## src/rtl/c2p_pkg.sv

```systemverilog
`timescale 1ns / 1ps
// ----------------------------------------------------------------------------
// c2p_pkg
// Shared constants and types of the cartesian to polar converter: binary
// angle constants, the arctangent steps of the CORDIC and the root widths.
// ----------------------------------------------------------------------------
package c2p_pkg;

   // result field widths
   localparam int MAG_W   = 16;
   localparam int PHASE_W = 17;

   // CORDIC: inputs are scaled up before the rotations, angles are binary
   // angles with a full turn of 2^32
   localparam int GUARD_SHIFT = 24;
   localparam int MAX_ITERS   = 32;
   localparam int ANGLE_W     = 32;
   localparam int Z_W         = 34;

   localparam logic [ANGLE_W-1:0] QUARTER_TURN = 32'h4000_0000;
   localparam logic [ANGLE_W-1:0] HALF_TURN    = 32'h8000_0000;

   localparam logic [ANGLE_W-1:0] ATAN_TURNS [MAX_ITERS] = '{
      32'h2000_0000, 32'h12E4_051E, 32'h09FB_385B, 32'h0511_11D4,
      32'h028B_0D43, 32'h0145_D7E1, 32'h00A2_F61E, 32'h0051_7C55,
      32'h0028_BE53, 32'h0014_5F2F, 32'h000A_2F98, 32'h0005_17CC,
      32'h0002_8BE6, 32'h0001_45F3, 32'h0000_A2FA, 32'h0000_517D,
      32'h0000_28BE, 32'h0000_145F, 32'h0000_0A30, 32'h0000_0518,
      32'h0000_028C, 32'h0000_0146, 32'h0000_00A3, 32'h0000_0051,
      32'h0000_0029, 32'h0000_0014, 32'h0000_000A, 32'h0000_0005,
      32'h0000_0003, 32'h0000_0001, 32'h0000_0001, 32'h0000_0000
   };

   // binary angle to 2^-13 rad: times round(pi * 2^30), then down by 2^48
   localparam int                 PROD_W      = 64;
   localparam int                 PHASE_SHIFT = 48;
   localparam logic [ANGLE_W-1:0] PI_Q30      = 32'd3373259426;
   localparam logic [PROD_W:0]    ROUND_HALF  = 65'h0_0000_8000_0000_0000;

   // square root: 32-bit radicand, one result bit per step
   localparam int SQRT_W     = 32;
   localparam int SQRT_ITERS = 16;
   localparam int ROOT_W     = 16;
   localparam int SAT_W      = 33;

   // above this sum of squares the rounded root exceeds 16 bits
   localparam logic [SAT_W-1:0]  SAT_LIMIT = 33'd4294901760;
   localparam logic [MAG_W-1:0]  MAG_MAX   = 16'hFFFF;

   typedef struct packed {
      logic re_zero;
      logic im_zero;
      logic re_neg;
      logic im_neg;
      logic mag_sat;
   } c2p_flags_type;

endpackage

```

## src/rtl/c2p_isqrt.sv

```systemverilog
`timescale 1ns / 1ps
// ----------------------------------------------------------------------------
// c2p_isqrt
// Pipelined integer square root, one result bit per register stage, with
// the remainder kept for rounding. Stages past the last bit only delay.
// ----------------------------------------------------------------------------
module c2p_isqrt #(
   parameter int LATENCY = 16
) (
   input  logic                              clock,
   input  logic                              ce,
   input  logic [c2p_pkg::SQRT_W-1:0]        radicand,
   output logic [c2p_pkg::ROOT_W-1:0]        root,
   output logic [c2p_pkg::SQRT_W-1:0]        remainder
);

   localparam int SW = c2p_pkg::SQRT_W;

   logic [SW-1:0] s_ff [LATENCY];
   logic [SW-1:0] r_ff [LATENCY];
   logic [SW-1:0] s_in [LATENCY];
   logic [SW-1:0] r_in [LATENCY];

   for (genvar k = 0; k < LATENCY; k++) begin : g_stage
      logic [SW-1:0] s_p;
      logic [SW-1:0] r_p;

      if (k == 0) begin : g_first
         assign s_p = radicand;
         assign r_p = '0;
      end else begin : g_next
         assign s_p = s_ff[k-1];
         assign r_p = r_ff[k-1];
      end

      if (k < c2p_pkg::SQRT_ITERS) begin : g_bit
         localparam logic [SW-1:0] BIT = SW'(1) << (SW - 2 - 2 * k);

         logic [SW:0] trial;
         logic        take;

         assign trial   = {1'b0, r_p} + {1'b0, BIT};
         assign take    = {1'b0, s_p} >= trial;
         assign s_in[k] = take ? (s_p - trial[SW-1:0]) : s_p;
         assign r_in[k] = take ? ((r_p >> 1) + BIT) : (r_p >> 1);
      end else begin : g_pass
         assign s_in[k] = s_p;
         assign r_in[k] = r_p;
      end

      always_ff @(posedge clock) begin
         if (ce) begin
            s_ff[k] <= s_in[k];
            r_ff[k] <= r_in[k];
         end
      end
   end

   assign root      = r_ff[LATENCY-1][c2p_pkg::ROOT_W-1:0];
   assign remainder = s_ff[LATENCY-1];

endmodule

```

## config.mk

```make
export PLATFORM = sky130hd
export DESIGN_NAME = c2p_isqrt
export DESIGN_NICKNAME = d
export VERILOG_FILES = /design/src/rtl/c2p_pkg.sv /design/src/rtl/c2p_isqrt.sv
export SDC_FILE = /design/constraint.sdc
export NUM_CORES = 1
export LEC_CHECK = 0
export ABC_AREA = 1
export ABC_CLOCK_PERIOD_IN_PS = 2400
export BUFFER_PORTS_ARGS = -buffer_cell sky130_fd_sc_hd__buf_2
export CAP_MARGIN = 20
export CORE_ASPECT_RATIO = 1.75
export CORE_MARGIN = 2
export CORE_UTILIZATION = 45
export CTS_BUF_LIST = sky130_fd_sc_hd__clkbuf_16
export CTS_CLUSTER_SIZE = 8
export DETAILED_ROUTE_END_ITERATION = 6
export PLACE_DENSITY = 0.6
export SYNTH_ARGS = -nofsm -noshare
export SYNTH_HDL_FRONTEND = slang
export SYNTH_SLANG_ARGS = --single-unit
```

## constraint.sdc

```tcl
create_clock -name clock -period 2.4 [get_ports clock]
set_input_delay 0.48 -clock clock [delete_from_list [all_inputs] [get_ports clock]]
set_output_delay 0.48 -clock clock [all_outputs]
set_load 0.02 [all_outputs]
```

Word level (Yosys, flattened, before mapping):

Memory sizes are Yosys's and may differ from the RTL's.
Cells that the tools add are included.

* register bits after elaboration: 0
* bits in writable memories: 1024
* input bits: 34
* word-level logic and storage cells: 98
* memories kept: 2

Memory list
* r_ff: depth 16, width 32, rd ports 16, clocked after memory_dff 0, write ports 16, RTL line c2p_isqrt.sv:20 `logic [SW-1:0] r_ff [LATENCY];`
* s_ff: depth 16, width 32, rd ports 16, clocked after memory_dff 0, write ports 16, RTL line c2p_isqrt.sv:19 `logic [SW-1:0] s_ff [LATENCY];`

* add/sub/neg operators: 46
* $lt $le $gt $ge: 16
* muxes and demuxes: 34

Operators by type and width (count)
* $mux W32: 31
* $ge A32 B33 Y1: 15
* $sub A32 B32 Y32: 15
* $add A32 B1 Y33 const B: 1
* $add A32 B11 Y33 const B: 1
* $add A32 B13 Y33 const B: 1
* $add A32 B15 Y33 const B: 1
* $add A32 B17 Y33 const B: 1
* $add A32 B19 Y33 const B: 1
* $add A32 B21 Y33 const B: 1
* $add A32 B23 Y33 const B: 1
* $add A32 B25 Y33 const B: 1
* $add A32 B27 Y33 const B: 1
* $add A32 B29 Y33 const B: 1
* $add A32 B3 Y33 const B: 1
* $add A32 B5 Y33 const B: 1
* $add A32 B7 Y33 const B: 1
* $add A32 B9 Y33 const B: 1
* $add A31 B1 Y32 const B: 1
* $add A31 B11 Y32 const B: 1
* $add A31 B13 Y32 const B: 1
* $add A31 B15 Y32 const B: 1
* $add A31 B17 Y32 const B: 1
* $add A31 B19 Y32 const B: 1
* other kinds (13): 14

Longest topological paths before layout:

Gate-level depths: netlist of the first run.
An unclocked memory read counts as a cell.

* depth after elaboration: 4
* mapped depth: 16
* gate-level depth less buffers: 15

Least setup slack after synthesis of the first run:

No wires, ideal clock.

* kind: register to register
* start: memory s_ff[4][20] (netlist bit)
* end: memory s_ff[4][44] (netlist bit), data pin
* setup time: 0.262 ns
* data arrival time: 1.748 ns
* path slack: 0.391 ns
* stages on the path, launching flop included: 9
* path through: edfxtp_1 > ha_1 > a21oi_1 > nand2_1 > a21oi_4 > and2_1 > nand3_1 > buf_2 > xor2_1

RTL lines (RTL line)
* start: declaration: c2p_isqrt.sv:19

==> results of run 1 <==
==> cell usage in the layout, fill, tap and decap left out, types with 8 or more instances in the layout <==
master,count
nand2_1,1229
edfxtp_1,648
inv_1,614
buf_4,538
nor2_1,377
nand3_1,228
a21oi_1,107
ha_1,102
clkbuf_16,94
xor2_1,87
buf_2,80
nand4_1,78
a21oi_2,62
o21ai_0,61
nand2_2,57
nor3_1,46
ha_4,45
buf_12,45
nor2_2,41
xnor2_1,38
dlygate4sd3_1,30
nor4_1,25
nor2_4,22
inv_2,21
o21ai_2,21
nand3b_1,20
nand3_2,15
nand2_4,13
buf_6,13
o21ai_1,11
o21bai_1,8
or2_2,8
==> cells by family after synthesis <==
group | count (synthesis) | share of synthesized area, %
compound gates | 298 | 5.056
xor+xnor | 125 | 3.014
fa+ha+maj | 152 | 5.235
buf+inv | 665 | 7.360
flops | 648 | 53.56
simple gates | 2204 | 25.77
==> timing repair <==
action,4_1_cts,5_1_grt
setup buffers,4,47
pin swaps,5,64
gates resized for setup,72,202
setup endpoints to repair,125,203
gates cloned,1,3
hold buffers,30,0
endpoints found under the hold margin,30,0
==> path summary, 6_finish.rpt <==
| check | startpoint | end | slack, ps | cells past startpoint |
|---|---|---|---|---|
| worst max register to register | s_ff[5][50] | s_ff[6][14] | -30 | 14 |
| worst min register to register | r_ff[14][7] | r_ff[15][6] | 430 | 0 |
| worst min-delay path | radicand[30] | s_ff[0][30] | 110 | 3 |
| worst max-delay path | s_ff[5][50] | s_ff[6][14] | -30 | 14 |
==> metrics by stage <==
step	hold WS (ps)	TNS, ps	cell area, um^2	utilization, %	setup WS (ps)
2_1_floorplan	417.4	0	36330	-	390.7
3_3_place_gp	424.4	-22650	42410	53.10	-525.7
3_5_place_dp	427.9	-23150	42410	53.10	-548.7
4_1_cts	50.53	-2.052	45620	57.11	-2.052
5_1_grt	123.8	-1172	47000	58.84	-70.69
6_report	105.3	-41.02	47010	58.85	-34.32
==> state kept, by name (all words and copies together), names as in the netlist <==
name and cells:
r_ff 136, s_ff 512
==> area by class of cell <==
type	instances	share of cell area [%]
diodes	4	0.02129
flip-flops and latches	648	41.39
repair buffers	711	12.56
clock buffers	91	4.844
clock inverters	11	0.4871
multi-input cells	2779	32.78
inverters	637	5.134
well taps	1042	2.773
==> metal layers <==
metal  track usage [%]  vias to the layer above
li1                  -                    14920
met1             20.01                    14198
met2             65.00                      976
met3             8.387                      676
met4             40.34                        6
met5                 0                        -
==> where the power goes <==
group | switching, uW | internal [uW]
clock | 4910 | 6730
combinational | 7390 | 4750
sequential | 1060 | 14300
total | 13400 | 25800
==> tightest hold or removal path, cell delays in order <==
cell and delay [ps]:
buf_2 110, nand3_1 70, nand2_1 70
==> reports/qor.yml, run 1 <==
fillerInstances: 7123
postSynth.asyncResetShare_pct: 0
tightestPinTransition_ps: 644.3
clock-skew-final_ps: 60.59
setup.worst_path.class: "reg2reg"
timing.critical_path.required_ps: 2960
detail_route.vias_per_cell: 5.196
die_h_um: 379.9
max-cap-violations: 0
failed_checks: "negative setup slack"
vias_after_detailed_routing: 30776
die_area_um2: 83110
multi_input_comb_area_um2: 15410
drt_pass1_iterations: 5
synth_area_um2: 36330
clockRootBuffer: "clkbuf_16"
clock.fmax_ghz: 0.4108
cp_slowest_cell: "edfxtp_1"
layout-area-overhead-vs-synth_pct: 29.40
grt_start_max_net_pins: 91
unrepaired_setup_endpoints_after_global_routing: "yes"
worst_setup_path_end_kind: "flop"
layout_cell_share_with_drive_strength_beyond_1_pct: 23.17
wl_met2_um: 76940
leakagePower_uw: 0.02121
postSynth.topFlopCell: "edfxtp_1"
syn_avg_cell_area_um2: 8.878
worst_skew_pair.late_latency_ps: 720
critical_path.cell_chain: "ha_4 > buf_4 > nand2_2 > nor2_2 > buf_6 > inv_1 > nor2_2 > nand4_2 > buf_6 > nand3_4 > buf_12 > nand2_1 > nand2_2 > buf_12"
layout.area.seq_um2: 19460
wirelength_met1_um: 30800
die_x_um: 218.8
min_period_over_period_pct: 101.4
initial_utilization_pct: 45.48
grt_remaining_overflow: 0
setup_viol: 2
number_of_distinct_library_cells_after_synthesis: 50
post-synth-top-area-cell: "edfxtp_1"
io_pins: 82
period_needed_ps: 2434
status: "finished with violations"
port-buffer-count: 81
global_route_total_usage_across_every_layer_pct: 32.91
met3_length_um: 6479
cts_max_path_buffers: 3
fp-row-count: 137
synth_most_common_cell: "nand2_1"
relSlewSlack_pct: 56.60
dr_top_layer: "met5"
layout.nets: 5054
synth_edf_count: 648
synthesis.nets: 4278
finalHoldViolations: 0
synth-seq-area-share_pct: 53.56
synth_area_leaders: "edfxtp_1, nand2_1, inv_1"
cts.sinks: 648
grt_first_pass_wirelength_um: 192300
final.setup.worst_slack_ps: -34.32
dpl.cell_count: 5733
critPathTopFamily: "buffers and inverters"
cts_tree: "done"
synthesis.yosys.warnings: 0
critical_path_buffers_and_inverters: 6
design_power_total_uw: 39160
first_iter_violations: 1418
synth_largest_type_area_fraction_pct: 53.56
drcViolationCount: 0
grt_antenna_before_repair: 10
postSynthRegisterBits: 648
power.density_nw_per_um2: 833.0
yosys-top-cells-count: "nand2_1, edfxtp_1, inv_1"
final-max-slew-violation-count: 0
clk_pin_slew_ps: 60
ir_worst_vdd_mv: 0.7863
cts.htree.levels: 3
worst_hold_path_type: "in2reg"
postRouteWirelength_um: 135000
cp_slowest_stage_delay_ps: 430
startpoint_class_of_the_critical_path: "flop"
gp_congestion: 0.9974
avgRoutedWirePerCell_um: 22.79
worst_ep_arrival_time_ps: 3000
path_max_fanout: 5
core_region_area_um2: 79880
numCtsBuffers: 91
syn_inst: 4092
antenna_violating_nets_post_route: 0
final_cell_count_no_fill: 5923
dpl.hpwl_um: 105500
grt_pass1_vias: 32373
Note: power is estimated with default switching activity, not from simulation.
==> inputs of run 2 (changes only) <==
--- a/config.mk
+++ b/config.mk
@@ -6,7 +6,7 @@
 export NUM_CORES = 1
 export LEC_CHECK = 0
 export ABC_AREA = 1
-export ABC_CLOCK_PERIOD_IN_PS = 2400
+export ABC_CLOCK_PERIOD_IN_PS = 2450
 export BUFFER_PORTS_ARGS = -buffer_cell sky130_fd_sc_hd__buf_2
 export CAP_MARGIN = 20
 export CORE_ASPECT_RATIO = 1.75
==> constraint.sdc (replaced) <==
create_clock -name clock -period 2.45 [get_ports clock]
set_input_delay 0.49 -clock clock [delete_from_list [all_inputs] [get_ports clock]]
set_output_delay 0.49 -clock clock [all_outputs]
set_load 0.02 [all_outputs]
==> reports/qor.yml, run 2 (synthesis gave the netlist of run 1 again) <==
setup_viol: 0  # -2
setup.worst_path.class: "reg2reg"
seq_power_share_pct: 41.1  # +1.8 points
worstSetupStartpoint: "s_ff[5][40]"
numCtsBuffers: 91  # unchanged
grt_remaining_overflow: 0  # unchanged
path_max_fanout: 4  # -1
die_h_um: 379.9  # unchanged
largest_regs: "s_ff: 512 flops, r_ff: 136 flops"
leakagePower_uw: 0.01986  # -6.4%
grt_first_pass_wirelength_um: 178200  # -7.3%
final_cell_count_no_fill: 5672  # -4.2%
global_route_total_usage_across_every_layer_pct: 29.80  # -3.1 points
worstHoldPathCells: 3  # unchanged
fp-row-count: 137  # unchanged
drcViolationCount: 0  # unchanged
final.setup.worst_slack_ps: 65.47  # +99.79 ps
initial_utilization_pct: 45.48  # unchanged
gp_congestion: 1.124  # +13%
period_needed_ps: 2385  # -49.79 ps
registers.top_by_ff_count: "s_ff"
worst_setup_path_end_kind: "flop"
vias_after_detailed_routing: 30071  # -2.3%
cp_slowest_stage_delay_ps: 390  # -40 ps
cts.htree.levels: 3  # unchanged
clk_pin_slew_ps: 50  # about the same
utilization_pct: 55.41  # -3.4 points
finalHoldViolations: 0  # unchanged
status: "completed"
cp_common_cell: "nand2_1"
critical_path.endpoint: "s_ff[6][16]"
worst_hold_path_type: "in2reg"
timing.critical_path.required_ps: 2870  # -90 ps
dpl.hpwl_um: 93230  # -12%
multi_input_comb_area_um2: 14850  # -3.6%
clockRootBuffer: "clkbuf_16"
cell_internal_power_uw: 24270  # -5.9%
cts.sinks: 648  # unchanged
hold_start: "radicand[31]"
die_area_um2: 83110  # unchanged
power.switching_uw: 12410  # -7.1%
first_iter_violations: 1497  # +5.6%
final-max-slew-violation-count: 0  # unchanged
grt_antenna_before_repair: 8  # -2
layout.nets: 4802  # -5.0%
drt_pass1_iterations: 6  # +1
min_period_over_period_pct: 97.33  # -4.1 points
antenna_violating_nets_post_route: 0  # unchanged
clockPowerShare_pct: 31.3  # +1.6 points
die_x_um: 218.8  # unchanged
cts_tree: "done"
r2r.worst_path.cells: 10  # -4
largest_register_ff_count: 512  # unchanged
grt_pass1_vias: 31354  # -3.1%
layout_common_cells: "nand2_1, edfxtp_1, inv_1"
clock.fmax_ghz: 0.4194  # +2.1%
tightestPinTransition_ps: 753.1  # +108.8 ps
reg2reg_setup_slack_ps: 70  # +100 ps
detail_route.vias_per_cell: 5.302  # +2.0%
critical_path.cell_chain: "ha_1 > nand2_1 > nor2_2 > nand3_1 > nor2_1 > a21o_1 > nor2_4 > buf_4 > nand2_1 > nand2_1"
grt_start_max_net_pins: 65  # -29%
commonest_non_fill_non_tap_cell_in_the_layout: "nand2_1"
fillerInstances: 7210  # +1.2%
core_region_area_um2: 79880  # unchanged
layout.area.seq_um2: 19460  # unchanged
postRouteWirelength_um: 121000  # -10%
ir_worst_vdd_mv: 0.8157  # +3.7%
clock-skew-final_ps: 61.71  # +1.123 ps
avgRoutedWirePerCell_um: 21.33  # -6.4%
io_pins: 82  # unchanged
dpl.cell_count: 5515  # -3.8%
cp_slowest_cell: "edfxtp_1"
hold_ws_ps: 131.3  # +26.07 ps
worst_ep_arrival_time_ps: 2800  # -200 ps
startpoint_class_of_the_critical_path: "flop"
worst_r2r_dst: "s_ff[6][16]"
worst_r2r_startpoint: "s_ff[5][40]"
design_power_total_uw: 36680  # -6.3%
sw_share_pct: 33.83  # -0.30 points
layout_cell_share_with_drive_strength_beyond_1_pct: 17.28  # -5.9 points
power.density_nw_per_um2: 828.8  # -0.50%
post-place-ws_ps: -79.77  # +468.9 ps
cts_max_path_buffers: 3  # unchanged
relSlewSlack_pct: 49.26  # -7.3 points
combPwrFrac_pct: 27.6  # -3.4 points
layout-area-overhead-vs-synth_pct: 21.83
port-buffer-count: 81  # unchanged
worst_skew_pair.late_latency_ps: 720  # about the same
max-cap-violations: 0  # unchanged
==> run 2: layout make-up <==
class	instances	share of cell area, %
Clock buffer	91	5.145
Clock inverter	10	0.5117
Multi-Input combinational cell	2779	33.56
Antenna cell	6	0.03392
Timing Repair Buffer	459	8.405
Inverter	637	5.431
Sequential cell	648	43.97
Tap cell	1042	2.946
==> run 2: metal layers <==
layer | vias up | wire length (um) | track usage, %
li1 | 14436 | - | -
met1 | 13916 | 30140 | 19.62
met2 | 1074 | 68590 | 58.97
met3 | 641 | 6783 | 9.172
met4 | 4 | 15460 | 30.24
met5 | - | 25 | 0
==> run 2: how the worst min path moves through the flow <==
stage / to / slack, ps
global placement: s_ff[0][36] / 430
detailed placement: s_ff[0][35] / 430
finish: s_ff[0][31] / 130
floorplan: s_ff[0][35] / 420
global route: s_ff[0][31] / 120
CTS: s_ff[0][31] / 70
==> run 2: power by group through the flow <==
stage	combinational [uW]	clock, uW	sequential [uW]
6_report	10100	11500	15100
5_1_grt	11100	12100	15200
4_1_cts	9460	11600	15000
3_5_place_dp	9370	0	15200
3_3_place_gp	9290	0	15200
2_1_floorplan	5570	0	14900
==> run 2: stage by stage <==
stage | setup TNS (ps) | area, um^2
detailed placement | -1125 | 40590
finish | 0 | 44260
floorplan | 0 | 36330
global placement | -1554 | 40590
CTS | 0 | 43410
global route | -245.5 | 44240
==> run 2: timing repair <==
action	4_1_cts	5_1_grt
resized for setup	5	146
gates cloned	0	1
hold endpoints to repair	30	0
setup buffers	0	19
setup endpoints to repair	46	163
pin swaps	2	26
hold buffers	30	0
==> run 2: worst max-delay path, delay by kind of cell, from the launching register on <==
family	cells	cell delay, ps
AND/OR/NAND/NOR	7	960
flip-flops	1	390
adder cells (fa/ha/maj)	1	370
AO/OA/AOI/OAI	1	190
buffers and inverters	1	160
==> inputs of run 3 (changes only) <==
--- a/config.mk
+++ b/config.mk
@@ -15,7 +15,9 @@
 export CTS_BUF_LIST = sky130_fd_sc_hd__clkbuf_16
 export CTS_CLUSTER_SIZE = 8
 export DETAILED_ROUTE_END_ITERATION = 6
+export GPL_TIMING_DRIVEN = 0
 export PLACE_DENSITY = 0.6
+export REMOVE_ABC_BUFFERS = 1
 export SYNTH_ARGS = -nofsm -noshare
 export SYNTH_HDL_FRONTEND = slang
 export SYNTH_SLANG_ARGS = --single-unit
==> constraint.sdc (replaced) <==
create_clock -name clock -period 2.45 [get_ports clock]
set_input_delay 0.245 -clock clock [delete_from_list [all_inputs] [get_ports clock]]
set_output_delay 0.245 -clock clock [all_outputs]
set_load 0.02 [all_outputs]
==> reports/qor.yml, run 3 (synthesis gave the netlist of run 1 again) <==
setup.worst_path.class: "reg2reg"
layout.nets: 4599  # -4.2%
global_route_total_usage_across_every_layer_pct: 31.52  # +1.7 points
design_power_total_uw: 36620  # -0.18%
status: "finished with violations"
clock.fmax_ghz: 0.3944  # -6.0%
cts_tree: "done"
unrepaired_setup_endpoints_after_global_routing: "yes"
layout_cell_share_with_drive_strength_beyond_1_pct: 17.14  # -0.14 points
first_iter_violations: 1440  # -3.8%
worst_setup_path_end_kind: "flop"
gp_congestion: 0.9677  # -14%
worst_hold_path_type: "in2reg"
setup-tns-final_ps: -837.4  # -837.4 ps
die_x_um: 218.8  # unchanged
clockRootBuffer: "clkbuf_16"
fp-row-count: 137  # unchanged
final-max-slew-violation-count: 0  # unchanged
setup_viol: 21  # +21
avgRoutedWirePerCell_um: 23.68  # +11%
failed_checks: "negative setup slack"
cts.sinks: 648  # unchanged
layout_common_cells: "nand2_1, edfxtp_1, inv_1"
vias_after_detailed_routing: 28984  # -3.6%
grt_antenna_before_repair: 2  # -6
io_pins: 82  # unchanged
largest_regs: "s_ff: 512 flops, r_ff: 136 flops"
dpl.hpwl_um: 94940  # +1.8%
fillerInstances: 7303  # +1.3%
registers.top_by_ff_count: "s_ff"
leakagePower_uw: 0.01912  # -3.7%
initial_utilization_pct: 45.48  # unchanged
cts_max_path_buffers: 3  # unchanged
numCtsBuffers: 91  # unchanged
ir_worst_vdd_mv: 0.6591  # -19%
period_needed_ps: 2536  # +151.2 ps
max-cap-violations: 0  # unchanged
power.density_nw_per_um2: 830.5  # +0.21%
drcViolationCount: 0  # unchanged
antenna_violating_nets_post_route: 0  # unchanged
die_h_um: 379.9  # unchanged
postRouteWirelength_um: 129400  # +6.9%
core_region_area_um2: 79880  # unchanged
largest_register_ff_count: 512  # unchanged
finalHoldViolations: 0  # unchanged
worst_ep_arrival_time_ps: 2990  # +190 ps
tightestPinTransition_ps: 781.2  # +28.14 ps
commonest_non_fill_non_tap_cell_in_the_layout: "nand2_1"
hold_ws_ps: 47.07  # -84.27 ps
final_cell_count_no_fill: 5465  # -3.6%
port-buffer-count: 81  # unchanged
relSlewSlack_pct: 47.37  # -1.9 points
startpoint_class_of_the_critical_path: "flop"
clk_pin_slew_ps: 60  # about the same
clock-skew-final_ps: 48.82  # -12.90 ps
cts.htree.levels: 3  # unchanged
die_area_um2: 83110  # unchanged
path_max_fanout: 8  # +4
grt_first_pass_wirelength_um: 184500  # +3.6%
grt_start_max_net_pins: 128  # +97%
layout-area-overhead-vs-synth_pct: 21.36
min_period_over_period_pct: 103.5  # +6.2 points
grt_remaining_overflow: 0  # unchanged
drt_pass1_iterations: 5  # -1
timing.critical_path.required_ps: 2900  # +30 ps
utilization_pct: 55.19  # -0.21 points
worst_skew_pair.late_latency_ps: 700  # -20 ps
grt_pass1_vias: 30242  # -3.5%
dpl.cell_count: 5195  # -5.8%
detail_route.vias_per_cell: 5.304  # about the same
final.setup.worst_slack_ps: -85.73  # -151.2 ps
run 3: cell types whose count changed in the layout (fill, tap and decap cells not counted), sizes merged, moves of 3 or more:
cell,before,now
buf,428,210
clkinv,8,11
diode,6,1
nand2,1301,1304
nand3,248,253
run 3: final cells by class:
| class | count | area, um^2 | share of cell area, % |
|---|---|---|---|
| Timing Repair Buffer | 242 | 2066 | 4.686 |
| Sequential cell | 648 | 19460 | 44.14 |
| Inverter | 637 | 2462 | 5.585 |
| Tap cell | 1042 | 1304 | 2.957 |
| Multi-Input combinational cell | 2789 | 16260 | 36.88 |
| Antenna cell | 1 | 2.502 | 0.005676 |
| Clock buffer | 91 | 2277 | 5.165 |
| Timing Repair inverter | 4 | 53.80 | 0.1220 |
| Clock inverter | 11 | 202.7 | 0.4598 |
run 3: report_power, final:
group / internal (uW) / switching [uW]
clock network: 6590 / 4830
registers: 14000 / 1170
logic: 3390 / 6610
total: 24000 / 12600
run 3: final timing paths:
check,start,to,slack (ps),depth (start not counted)
hold / removal,ce,s_ff[4][56],50,1
hold reg to reg,r_ff[14][15],r_ff[15][14],430,0
setup reg to reg,s_ff[6][45],s_ff[7][5],-90,13
setup / recovery,s_ff[6][45],s_ff[7][5],-90,13
run 3: per-stage QoR:
stage,area (um^2),setup WS (ps)
6_report,44090,-85.73
5_1_grt,44080,-158.3
4_1_cts,42520,-10.95
3_5_place_dp,37940,-1395
3_3_place_gp,37760,-8938
2_1_floorplan,36050,-69.41
run 3: per-layer routing:
layer  up-vias  track usage [%]  part of all wire [%]
li1      14046                -                     -
met1     13469            19.52                    24
met2       864            62.61                    57
met3       603            8.315                   4.5
met4         2            36.64                    15
met5         -                0                 0.010
run 3: repair_timing:
action / in CTS / in global routing
pin swaps: 51 / 71
endpoints found under the setup margin: 236 / 226
hold endpoints to repair: 32 / 0
gates cloned: 10 / 5
hold buffers: 32 / 0
setup buffers: 61 / 59
gates resized for setup: 258 / 220
run 3: critical path, stage by stage (launching register included):
cell and delay, ps:
edfxtp_1 430, ha_4 460, nand2_4 120, nor2_4 130, nand3_1 100, nor2_2 150, nand2_4 120, nand2_4 120
clkinv_8 60, nand2_8 190, buf_12 160, inv_16 50, nand2_1 50, nand2_1 60
